--- src/rtl/assert_macros.svh ---
// ----------------------------------------------------------------------------
// Assertion macros
// Short forms for the concurrent checks used in the RTL.
// ----------------------------------------------------------------------------
`ifndef ASSERT_MACROS_SVH
`define ASSERT_MACROS_SVH

// Implication in the same cycle, disabled while reset is high.
`define ASSERT_IMPL(label, clk, rst, a, c) \
  label: assert property (@(posedge clk) disable iff (rst) (a) |-> (c)) \
    else $error("assertion failed: same-cycle implication");

// Implication in the next cycle, active during reset too.
`define ASSERT_NEXT(label, clk, a, c) \
  label: assert property (@(posedge clk) (a) |=> (c)) \
    else $error("assertion failed: next-cycle implication");

`endif

--- src/rtl/rmq_div.sv ---
// ----------------------------------------------------------------------------
// rmq_div
// Pipelined unsigned restoring divider, one quotient bit per stage.
// ----------------------------------------------------------------------------
`timescale 1ns / 1ps

module rmq_div #(
  parameter int NUM_W = 35,
  parameter int DEN_W = 19,
  parameter int SB_W  = 1
) (
  input  logic             clk,
  input  logic             rst,
  input  logic             en,
  input  logic             in_valid,
  input  logic [NUM_W-1:0] in_num,
  input  logic [DEN_W-1:0] in_den,
  input  logic [SB_W-1:0]  in_sb,
  output logic             out_valid,
  output logic [NUM_W-1:0] out_quo,
  output logic [SB_W-1:0]  out_sb
);

  logic             vld [0:NUM_W];
  logic [NUM_W-1:0] num [0:NUM_W];
  logic [DEN_W-1:0] den [0:NUM_W];
  logic [DEN_W-1:0] rem [0:NUM_W];
  logic [NUM_W-1:0] quo [0:NUM_W];
  logic [SB_W-1:0]  sb  [0:NUM_W];

  logic [DEN_W-1:0] rem_next [1:NUM_W];
  logic [NUM_W-1:0] quo_next [1:NUM_W];

  assign vld[0] = in_valid;
  assign num[0] = in_num;
  assign den[0] = in_den;
  assign rem[0] = '0;
  assign quo[0] = '0;
  assign sb[0]  = in_sb;

  // Shift in the next numerator bit and subtract the divisor if it fits.
  always_comb begin
    logic [DEN_W:0] sh;
    for (int s = 0; s < NUM_W; s++) begin
      sh = {rem[s], num[s][NUM_W-1]};
      if (sh >= {1'b0, den[s]}) begin
        rem_next[s+1] = DEN_W'(sh - {1'b0, den[s]});
        quo_next[s+1] = {quo[s][NUM_W-2:0], 1'b1};
      end else begin
        rem_next[s+1] = DEN_W'(sh);
        quo_next[s+1] = {quo[s][NUM_W-2:0], 1'b0};
      end
    end
  end

  for (genvar s = 0; s < NUM_W; s++) begin : g_stage
    // Valid bit of the stage.
    always_ff @(posedge clk) begin
      if (rst) begin
        vld[s+1] <= 1'b0;
      end else if (en) begin
        vld[s+1] <= vld[s];
      end
    end

    // Payload of the stage.
    always_ff @(posedge clk) begin
      if (en) begin
        num[s+1] <= {num[s][NUM_W-2:0], 1'b0};
        den[s+1] <= den[s];
        rem[s+1] <= rem_next[s+1];
        quo[s+1] <= quo_next[s+1];
        sb[s+1]  <= sb[s];
      end
    end
  end

  assign out_valid = vld[NUM_W];
  assign out_quo   = quo[NUM_W];
  assign out_sb    = sb[NUM_W];

endmodule

--- config.mk ---
export PLATFORM = sky130hd
export DESIGN_NAME = rmq_div
export DESIGN_NICKNAME = d
export VERILOG_FILES = /design/src/rtl/assert_macros.svh /design/src/rtl/rmq_div.sv
export SDC_FILE = /design/constraint.sdc
export NUM_CORES = 2
export LEC_CHECK = 0
export BUFFER_PORTS_ARGS = -buffer_cell sky130_fd_sc_hd__buf_2
export CORE_MARGIN = 2
export CORE_UTILIZATION = 68
export CTS_CLUSTER_SIZE = 16
export DETAILED_ROUTE_END_ITERATION = 7
export HOLD_SLACK_MARGIN = 0.05
export PLACE_DENSITY = 0.83
export SLEW_MARGIN = 25
export SYNTH_ARGS = -nofsm -noshare
export SYNTH_HDL_FRONTEND = slang
export SYNTH_SLANG_ARGS = --single-unit
export TNS_END_PERCENT = 50
--- constraint.sdc ---
create_clock -name clk -period 7.03 [get_ports clk]
set_input_delay 0.703 -clock clk [delete_from_list [all_inputs] [get_ports clk]]
set_output_delay 0.703 -clock clk [all_outputs]
set_load 0.05 [all_outputs]
; ---- Yosys cells after proc, flatten, opt, wreduce, memory -nomap -nowiden
; Cells that the tools add are included.
[word_totals]
input_bits = 59
ff_bits = 2587
[classes]
mux = 69
order_cmp = 35
addsub = 34
[ops]
columns = operator, n
row1 = $ge A20 B19 Y1, 34
row2 = $mux W19, 33
row3 = $sub A19 B19 Y19, 33
row4 = $mux W1, 36
row5 = $ge A1 B19 Y1, 1
row6 = $sub A1 B19 Y19, 1

; ---- Depth between registers and ports, before layout
[logic_depth]
depth_word = 2
ltp_mapped = 14

; ---- Worst setup path after synthesis
; No wires, ideal clock.
[synth_path]
path_kind = reg-to-reg
start = register den[589] in the netlist's numbering
end = register rem[579] in the netlist's numbering, data pin
path_stages_with_launch = 12
path_buffers = 1
required_ns = 6.768
arrival_time_ns = 2.849
path_slack_ns = 3.919
path_cell_list = edfxtp_1 -> ha_1 -> fa_1 -> nand2b_1 -> a21boi_0 -> o21ai_1 -> a311oi_1 -> o21ai_1 -> a21oi_1 -> a2111o_1 -> buf_1 -> mux2_1
[synth_lines]
columns = element, line
row1 = from (decl), rmq_div.sv:26  ; logic [DEN_W-1:0] den [0:NUM_W];
row2 = "from (signal, indexed assignment)", rmq_div.sv:70  ; den[s+1] <= den[s];
row3 = "to (signal, indexed assignment)", rmq_div.sv:71  ; rem[s+1] <= rem_next[s+1];
row4 = to (decl), rmq_div.sv:27  ; logic [DEN_W-1:0] rem [0:NUM_W];

==> flow_summary_export.csv <==
group,metric,value,unit
critical_path,crit_type,"register to register",
placement,io_buffers,95,
clock_tree,cts_buffers,277,
yosys,avgSynthCellArea,14.0,µm²
power_and_ir_drop,irDropWorstVdd,0.310,mV
layout,layout.nets,9434,
yosys,synth_fa_ha_area_share,7.48,%
yosys,syn-cell-area,117000,µm²
sta,finalCritPeriodShare,61.9,%
job,max-cap-violations,0,
min_path,holdCritPathClass,"input pin to register",
drt,drc,1,
floorplan,coreArea,172000,µm²
layout,final_cell_mix,"2552 x edfxtp_1, 843 x inv_1, 648 x ha_1",
floorplan,dieArea,176000,µm²
sta,setup_tns,0,ps
drt,antenna_left,0,
yosys,synthSimpleGateAreaFrac,6.25,%
clock_tree,clock_latency,920,ps
sta,hold_ws,204,ps
yosys,synthCells,8362,
clock_tree,clockBufferDepth,4,
yosys,yosys_register_bits,2587,
placement,dpl.hpwl,147,mm
clock_tree,cts_setup_buffers,0,
floorplan,ios,96,
sta,layout_min_cycle_time,4350,ps
sta,slew_viol_final,0,
critical_path,critPathCaptureType,"register",
clock_tree,clock-sinks,2587,
run_status,outcome,"finished with violations",
sta,fmax,230,MHz
global_route,grt_usage,25.4,%
power_and_ir_drop,power_density,438,nW/µm²
yosys,synthXorXnorAreaFrac,3.53,%
drt,routed_wl,223,mm
global_route,antenna_found_initial,2,
layout,synthToLayoutAreaGrowth,10.6,%
drt,num_vias,66600,
floorplan,start_util,68.4,%
floorplan,fp.dieW,419,µm
yosys,syn_nets,9102,
floorplan,row_count,152,
yosys,synth_cell_types,96,
clock_tree,root_buffer,"clkbuf_16",
yosys,synth_mux_area_share,4.43,%
drt,dr.pass1.iters,8,
yosys,ys_seq_area_share,65.9,%
power_and_ir_drop,p_leak,50.5,nW
global_route,grt_overflow_total,0,
clock_tree,path_clk_slew,60,ps
sta,hold_viol,0,
sta,slew_headroom,31.3,%
floorplan,die_h,419,µm
critical_path,crit_path_start_kind,"register",
global_route,grt_max_degree,198,
drt,avgRoutedWirePerCell,19.9,µm
critical_path,cp_max_fo,20,
sta,tightest_slew,1030,ps
clock_tree,cts_hold_buf,55,
clock_tree,ctsResizeCount,0,
drt,routed_via_density,5.95,
clock_tree,htree_levels,5,
run_status,violations,"DRC",
yosys,synth_warnings,0,
critical_path,worstPathRequired,7660,ps
yosys,async_reset_ff_share,0,%
yosys,synth-main-ff-cell,"edfxtp_1",
drt,drtIter0Drc,5853,
sta,finalClockSkew,60.7,ps
power_and_ir_drop,total_power,56.8,mW
layout,final_common_cell,"edfxtp_1",
yosys,synth_edf_count,2552,
sta,finalSetupViolations,0,
critical_path,worst_ep_arrival_time,4990,ps
global_route,grt_pass1_wl,353,mm
layout,drive_above_1_share,9.15,%
global_route,grt_pass1_vias,67000,
yosys,synth_top_family_by_area,"compound AO/OA/AOI/OAI gates",
sta,rsz0062_at_grt,"no",
clock_tree,cts_tree,"done",
placement,gp_congestion,0.933,
yosys,synth-compound-area-share,8.97,%
-- routing by layer --
metal	GRT usage [%]	up-vias	routed length (µm)
li1	-	31700	-
met3	3.59	606	10900
met5	0	-	0
met1	31.9	32200	90100
met4	10.7	0	9560
met2	44.1	2047	112000
-- cell usage after synthesis (22+ instances only) --
master	n	area share (%)
inv_1	843	2.7
xnor2_1	318	2.4
fa_1	33	0.56
or3_1	49	0.26
mux2_1	150	1.4
nor3_1	97	0.41
nand2b_1	95	0.51
nor2_1	464	1.5
o21ai_0	341	1.5
ha_1	648	6.9
o21ai_1	61	0.26
nand2_1	359	1.1
buf_2	42	0.18
and3_1	41	0.22
nand3_1	108	0.46
dfxtp_1	35	0.60
o21bai_1	40	0.26
a211o_1	28	0.21
clkbuf_1	69	0.22
a31oi_1	58	0.31
nand4_1	72	0.38
o211ai_1	28	0.18
mux2i_1	91	0.78
buf_4	38	0.24
o31a_1	22	0.16
o21a_1	92	0.59
o31ai_1	35	0.22
a211oi_1	42	0.27
mux2_2	205	2.0
nor2b_1	104	0.55
a21o_1	199	1.3
a21oi_1	445	1.9
a21boi_0	35	0.22
xor2_1	155	1.2
edfxtp_1	2552	65
-- sequential cells by signal (all words and copies together), names as in the netlist --
name / count
out_valid: 1
vld: 34
sb: 34
num: 595
quo: 595
out_quo: 35
den: 646
rem: 646
out_sb: 1
-- where the power goes --
| part | switching, mW | internal [mW] | leakage (nW) |
|---|---|---|---|
| Combinational | 11.0 | 9.20 | 21.2 |
| Clock | 5.66 | 8.03 | 4.07 |
| Sequential | 1.77 | 21.1 | 25.2 |
| Total | 18.4 | 38.3 | 50.5 |
-- worst max-delay path: stages, from the launching register on --
cell       delay (ps)
edfxtp_1          410
ha_1              240
fa_1              470
nor2b_1           220
o21ai_1            90
nand2b_1          180
nand2_1           100
a31oi_1           390
a211oi_2          180
a2111oi_0         580
a2111o_1          800
mux2_1            400
-- logic make-up after synthesis --
family	Yosys count
muxes	465
adders and majority gates	681
buffers and inverters	1004
DFF	2587
and+or+nand+nor	1516
xor gates and xnor gates	473
AOI/OAI and AO/OA	1636
-- final timing paths --
path / startpoint / to / slack [ps] / cells past startpoint
worst max-delay path: den[399] / rem[384] / 2680 / 11
worst min-delay path: in_num[34] / rem[646] / 200 / 3
worst max register to register: den[399] / rem[384] / 2680 / 11
worst min register to register: quo[300] / quo[266] / 390 / 0
-- layout make-up --
class                      instances  area [µm²]
antenna                            1        2.50
clock buffer                     351        7450
clock inverter                   117         991
fill                           10200       41900
inverter                         845        3170
multi-input combinational       4771       36100
sequential                      2587       77300
tap                             2310        2890
timing repair buffer             212        1740
-- through the flow --
step	setup WS, ps	utilization, %	instances	area (µm²)
floorplan	3920	-	8362	117000
global placement	3240	70.3	10700	121000
detailed placement	3000	70.3	10700	121000
CTS	2820	75.6	11200	130000
global route	2470	75.6	11200	130000
finish	2680	75.6	11200	130000
(Power assumes the default switching activity.)
