===== src/rtl/assert_macros.svh =====
// ----------------------------------------------------------------------------
// Assertion macros
// Short forms for the concurrent checks used in the RTL.
// ----------------------------------------------------------------------------
`ifndef ASSERT_MACROS_SVH
`define ASSERT_MACROS_SVH

// Implication in the same cycle, disabled while reset is high.
`define ASSERT_IMPL(label, clk, rst, a, c) \
  label: assert property (@(posedge clk) disable iff (rst) (a) |-> (c)) \
    else $error("assertion failed: same-cycle implication");

// Implication in the next cycle, active during reset too.
`define ASSERT_NEXT(label, clk, a, c) \
  label: assert property (@(posedge clk) (a) |=> (c)) \
    else $error("assertion failed: next-cycle implication");

`endif


===== src/rtl/rmq_sqrt.sv =====
// ----------------------------------------------------------------------------
// rmq_sqrt
// Pipelined integer square root, one result bit per stage, with sideband.
// ----------------------------------------------------------------------------
`timescale 1ns / 1ps

module rmq_sqrt #(
  parameter int RAD_W = 36,
  parameter int SB_W  = 1
) (
  input  logic                 clk,
  input  logic                 rst,
  input  logic                 en,
  input  logic                 in_valid,
  input  logic [RAD_W-1:0]     in_rad,
  input  logic [SB_W-1:0]      in_sb,
  output logic                 out_valid,
  output logic [RAD_W/2-1:0]   out_root,
  output logic [SB_W-1:0]      out_sb
);

  localparam int RW    = RAD_W / 2;
  localparam int REM_W = RW + 3;

  logic             vld  [0:RW];
  logic [RAD_W-1:0] rad  [0:RW];
  logic [REM_W-1:0] rem  [0:RW];
  logic [RW-1:0]    root [0:RW];
  logic [SB_W-1:0]  sb   [0:RW];

  logic [RAD_W-1:0] rad_next  [1:RW];
  logic [REM_W-1:0] rem_next  [1:RW];
  logic [RW-1:0]    root_next [1:RW];

  // Stage zero is the input itself.
  assign vld[0]  = in_valid;
  assign rad[0]  = in_rad;
  assign rem[0]  = '0;
  assign root[0] = '0;
  assign sb[0]   = in_sb;

  // One digit step per stage: bring down two bits, try root*4+1.
  always_comb begin
    logic [REM_W-1:0] sh;
    logic [REM_W-1:0] trial;
    for (int s = 0; s < RW; s++) begin
      sh    = {rem[s][REM_W-3:0], rad[s][RAD_W-1 -: 2]};
      trial = {1'b0, root[s], 2'b01};
      rad_next[s+1] = {rad[s][RAD_W-3:0], 2'b00};
      if (sh >= trial) begin
        rem_next[s+1]  = sh - trial;
        root_next[s+1] = {root[s][RW-2:0], 1'b1};
      end else begin
        rem_next[s+1]  = sh;
        root_next[s+1] = {root[s][RW-2:0], 1'b0};
      end
    end
  end

  for (genvar s = 0; s < RW; s++) begin : g_stage
    // Valid bit of the stage.
    always_ff @(posedge clk) begin
      if (rst) begin
        vld[s+1] <= 1'b0;
      end else if (en) begin
        vld[s+1] <= vld[s];
      end
    end

    // Payload of the stage.
    always_ff @(posedge clk) begin
      if (en) begin
        rad[s+1]  <= rad_next[s+1];
        rem[s+1]  <= rem_next[s+1];
        root[s+1] <= root_next[s+1];
        sb[s+1]   <= sb[s];
      end
    end
  end

  assign out_valid = vld[RW];
  assign out_root  = root[RW];
  assign out_sb    = sb[RW];

endmodule


===== config.mk =====
export PLATFORM = sky130hd
export DESIGN_NAME = rmq_sqrt
export DESIGN_NICKNAME = d
export VERILOG_FILES = /design/src/rtl/assert_macros.svh /design/src/rtl/rmq_sqrt.sv
export SDC_FILE = /design/constraint.sdc
export NUM_CORES = 1
export LEC_CHECK = 0
export ABC_AREA = 1
export CORE_AREA = 2 2 349 351
export CTS_BUF_LIST = sky130_fd_sc_hd__clkbuf_2 sky130_fd_sc_hd__clkbuf_4 sky130_fd_sc_hd__clkbuf_8
export DETAILED_ROUTE_END_ITERATION = 12
export DIE_AREA = 0 0 351 353
export DONT_BUFFER_PORTS = 1
export GPL_TIMING_DRIVEN = 1
export SYNTH_ARGS = -nofsm -noshare
export SYNTH_HDL_FRONTEND = slang
export SYNTH_SLANG_ARGS = --single-unit

===== constraint.sdc =====
create_clock -name clk -period 1.87 [get_ports clk]
set_clock_uncertainty 0.05 [all_clocks]
set_input_delay 0.187 -clock clk [delete_from_list [all_inputs] [get_ports clk]]
set_output_delay 0.187 -clock clk [all_outputs]
set_load 0.05 [all_outputs]

# [Word-level counts from Yosys, hierarchy flattened]
# Cells that the tools add are included.
[op_classes] n_addsub=17 magnitude_cmp=18 mux=35
[ops] op="two-way mux 19 bit" n=16
[ops] op="greater-or-equal comparator 21 x 10 -> 1 bit" n=1
[ops] op="greater-or-equal comparator 21 x 11 -> 1 bit" n=1
[ops] op="greater-or-equal comparator 21 x 12 -> 1 bit" n=1
[ops] op="greater-or-equal comparator 21 x 13 -> 1 bit" n=1
[ops] op="greater-or-equal comparator 21 x 14 -> 1 bit" n=1
[ops] op="greater-or-equal comparator 21 x 15 -> 1 bit" n=1
[ops] op="greater-or-equal comparator 21 x 16 -> 1 bit" n=1
[ops] op="greater-or-equal comparator 21 x 17 -> 1 bit" n=1
[ops] op="greater-or-equal comparator 21 x 18 -> 1 bit" n=1
[ops] op="greater-or-equal comparator 21 x 19 -> 1 bit" n=1
[ops] op="greater-or-equal comparator 21 x 3 -> 1 bit" n=1
[ops] op="greater-or-equal comparator 21 x 4 -> 1 bit" n=1
[ops] op="greater-or-equal comparator 21 x 5 -> 1 bit" n=1
[ops] op="greater-or-equal comparator 21 x 6 -> 1 bit" n=1
[ops] op="greater-or-equal comparator 21 x 7 -> 1 bit" n=1
[ops] op="greater-or-equal comparator 21 x 8 -> 1 bit" n=1
[ops] op="greater-or-equal comparator 21 x 9 -> 1 bit" n=1
[ops] op="subtractor 19 x 10 -> 19 bit" n=1
[ops] op="subtractor 19 x 11 -> 19 bit" n=1
[ops] op="subtractor 19 x 12 -> 19 bit" n=1
[ops] op="subtractor 19 x 13 -> 19 bit" n=1
[ops] op="subtractor 19 x 14 -> 19 bit" n=1
[ops] op="subtractor 19 x 15 -> 19 bit" n=1
[ops] op="other kinds (14)" n=31
[word_totals] ff_bits=820 inputBits=41 out_inout_bits=20 wordCells=159

# [Logic depth before layout (Yosys ltp)]
[depth] word_depth=2 ltp_mapped=14 depth_no_buf=14

# [Least setup slack after synthesis]
# Ideal clock, no wire load.
[synth_timing] kind="reg2reg" start="register rem[357] (netlist bit)" end="register rem[353] (netlist bit), data pin" setup_time_ns=0.269 arrival_ns=1.709 required_ns=1.551 setup_slack_ns=-0.158 path_stages_with_launch=9 n_path_buf=1 period_less_slack_ns=2.028 path_cell_list="edfxtp_1 -> ha_1 -> a21oi_1 -> nand2_1 -> inv_1 -> ha_1 -> and2_1 -> clkbuf_1 -> o21ai_0"
[synth_via] elab_chain_cells=2 elab_cells_between_ends=3 classes_between="add/sub: 1; order compare: 1; mux: 1"
[synth_rtl] element="start, declared" line="rmq_sqrt.sv:27" text="logic [REM_W-1:0] rem [0:RW];"
[synth_rtl] element="start signal, assigned by index" line="rmq_sqrt.sv:74" text="rem[s+1] <= rem_next[s+1];"
[synth_rtl] element="subtractor 19 x 3 -> 19 bit / greater-or-equal comparator 21 x 3 -> 1 bit (equally long branches)" line="rmq_sqrt.sv:51, rmq_sqrt.sv:50"
[synth_rtl] element="two-way mux 19 bit (*)" line="rmq_sqrt.sv:50" text="if (sh >= trial) begin"
# Every way passes the cells marked *; elsewhere a longest branch is shown, timed or not.
# A chain may end at the register's enable or synchronous reset.

==> metrics.yaml <==
run_status:
  status: "finished with violations"
  violations: "hold timing, slew limit, setup timing"
hold_path:
  hold_depth: 0
  hold_class: "in2reg"
  min_to: "rad[629]$_DFFE_PP_"
  min_from: "en"
placed_design:
  place_ws_ns: -0.468
  hpwl_um: 70700
  placed_cell_area_um2: 50700
  gp_congestion: 0.899
  io_buffers: 0
drt:
  drt_iter0_markers: 1894
  detail_route.wl_per_cell_um: 14.6
  num_vias: 33883
  routed_wl_um: 109000
  post-route-drc-count: 0
  top_layer: "met4"
  via_per_inst: 4.55
  drt-met1-wl_um: 46000
  drtAntennaViolNets: 0
  wl_met2_um: 54900
  first_pass_iters: 6
  met3_length_um: 3920
global_routing:
  grt_overflow: 0
  grt_pass1_wl_um: 170000
  grt_max_degree: 816
  grt_pass1_vias: 34067
  antenna_found_initial: 1
  grt_use_total_pct: 17.2
critical_path:
  cp_cell_sequence: "inv_1 > ha_4 > a21oi_2 > nand2_1 > a21oi_4 > nand2_4 > a21oi_4 > clkbuf_16 > a21oi_2"
  path_buf_inv: 2
  startpoint_type: "flip-flop"
  max_stage_delay_ns: 0.42
  cp_slowest_cell: "edfxtp_1"
  r2r-end: "rem[80]$_DFFE_PP_"
  reg2reg_from: "root[82]$_DFFE_PP_"
  required_ns: 2.41
  worstPathMaxFanout: 6
  critPathTopFamily: "compound AO/OA/AOI/OAI gates"
  cp.arrival_ns: 2.70
  r2r_slack_ns: -0.28
  endpoint_kind: "flip-flop"
  critPathKind: "reg2reg"
  reg2reg_depth: 9
timing:
  min_period_ns: 2.15
  hold_viol_final: 110
  max_freq_ghz: 0.464
  setup_ws_ns: -0.284
  slew_headroom_pct: -39.1
  fin_setup_tns_ns: -38.92
  tightest_slew_ns: 2.09
  rsz0062_at_grt: "yes"
  setup_viol: 273
  period_share_pct: 115
  final_max_slew_viol_count: 394
  timing.hold.ws_ns: -0.293
clock_network:
  cts_buffers: 146
  cts-root-buf: "clkbuf_8"
  cts_hold_buf: 96
  cts_tree: "built"
  clockBufferDepth: 3
  clk_pin_slew_ns: 0.06
  htreeDepth: 4
  worstSkewPairLatency_ns: 0.87
  cts.sinks: 814
logic_synthesis:
  syn_inst: 4413
  synth-seq-area-share_pct: 58.0
  synthTopCellsByArea: "edfxtp_1, nand2_1, inv_1"
  yosysUniqueCellTypes: 51
  synth_top_area_share_pct: 57.1
  yosysTopAreaCell: "edfxtp_1"
  synth_edf_count: 796
  avgSynthCellArea_um2: 9.49
  synthFlopType: "edfxtp_1"
  synth-seq-cells: 814
  syn-num-nets: 4644
  synthArstFlopShare_pct: 0
  netlist_area_um2: 41900
  yosysWarnings: 0
finish:
  design_area_um2: 62000
  area_growth_pct: 48.2
  drive_above_1_share_pct: 42.6
  nets: 5944
  mostFrequentLayoutCell: "buf_4"
  final_cell_mix: "buf_4, nand2_1, edfxtp_1, inv_1, nand2_2"
  nFillCells: 10554
floorplan:
  chipWidth_um: 351
  start_util_pct: 34.7
  dieArea_um2: 124000
  ios: 61
  num_rows: 128
  die_h_um: 353
  fp.coreArea_um2: 121000
power_and_ir_drop:
  p_leak_nw: 27.1
  irDropWorstVdd_uv: 843
  power_density_nw_per_um2: 923
  finalPower_mw: 57.3
run:
  cap_violations: 0
-- repair_timing --
item | in CTS | in global routing
endpoints found under the setup margin | 310 | 317
resized for setup | 931 | 395
pin swaps | 354 | 236
setup buffers | 197 | 89
cloned | 23 | 4
endpoints found under the hold margin | 852 | 516
-- cell usage after synthesis (15+ instances only) --
cell and instances:
ha_1 190, nor2_1 362, o21ai_1 50, xnor2_1 38, buf_4 25, nand3b_1 39, a21oi_2 15, a21oi_1 168
inv_2 16, nor3_1 34, inv_1 657, nand3_1 266, nand4_1 41, dfxtp_1 18, xor2_1 101, nand2_1 1395
o21ai_0 63, edfxtp_1 796
-- registers in the layout, summed over array words and instances (netlist names) --
| signal | count |
|---|---|
| out_sb | 1 |
| rem | 301 |
| vld | 17 |
| sb | 17 |
| out_valid | 1 |
| rad | 306 |
| root | 153 |
| out_root | 18 |
-- where the power goes --
group          switching [mW]  internal, mW  total [mW]
clock network            7.61          10.1        17.7
registers                1.30          22.4        23.7
logic                    7.95          7.90        15.9
total                    16.9          40.4        57.3
-- area by class of cell --
| type | count | area (um^2) | share of cell area, % |
|---|---|---|---|
| antenna | 2 | 5.00 | 0.00807 |
| clock buffer | 202 | 2470 | 3.99 |
| clock inverter | 59 | 627 | 1.01 |
| inverter | 675 | 2630 | 4.24 |
| multi-input combinational | 2877 | 20100 | 32.4 |
| sequential | 814 | 24300 | 39.1 |
| tap | 1625 | 2030 | 3.28 |
| timing repair buffer | 1192 | 9790 | 15.8 |
| timing repair inverter | 7 | 98.8 | 0.159 |
-- logic make-up (layout without fill, tap and decap cells) --
logic type	count (synthesis)	in the layout	synth area share (%)
and+or+nand+nor	2211	2220	22.1
xor gates and xnor gates	139	139	2.91
AOI/OAI and AO/OA	327	327	4.31
other	1	3	0.00896
DFF	814	814	58.0
buffers and inverters	731	2135	7.07
adders and majority gates	190	190	5.68
-- through the flow --
stage	std cells	util, %	hold slack (ns)
global route	7452	51.5	-0.430
floorplan	4413	-	0.236
finish	7453	51.5	-0.293
global placement	6802	42.1	0.208
CTS	7364	49.8	-0.446
detailed placement	6802	42.1	0.209
-- worst max path at each step --
stage                                    end  slack (ns)  cells after the start           startpoint
final                      rem[80]$_DFFE_PP_       -0.28                      9   root[82]$_DFFE_PP_
after global routing       rem[30]$_DFFE_PP_       -0.39                     11    rem[50]$_DFFE_PP_
after CTS                 rem[153]$_DFFE_PP_       -0.23                      9   rem[174]$_DFFE_PP_
after detailed placement  rem[216]$_DFFE_PP_       -0.47                      8   rem[232]$_DFFE_PP_
after global placement    rem[172]$_DFFE_PP_       -0.38                     10  root[168]$_DFFE_PP_
after floorplan            rem[81]$_DFFE_PP_       -0.07                     11    rem[84]$_DFFE_PP_
-- metal layers --
| layer | global-route usage [%] | up-vias |
|---|---|---|
| met5 | 0 | - |
| met3 | 3.35 | 257 |
| li1 | - | 17098 |
| met4 | 6.81 | 0 |
| met2 | 30.1 | 620 |
| met1 | 20.6 | 15908 |
Power figures use the tool's default switching activity.
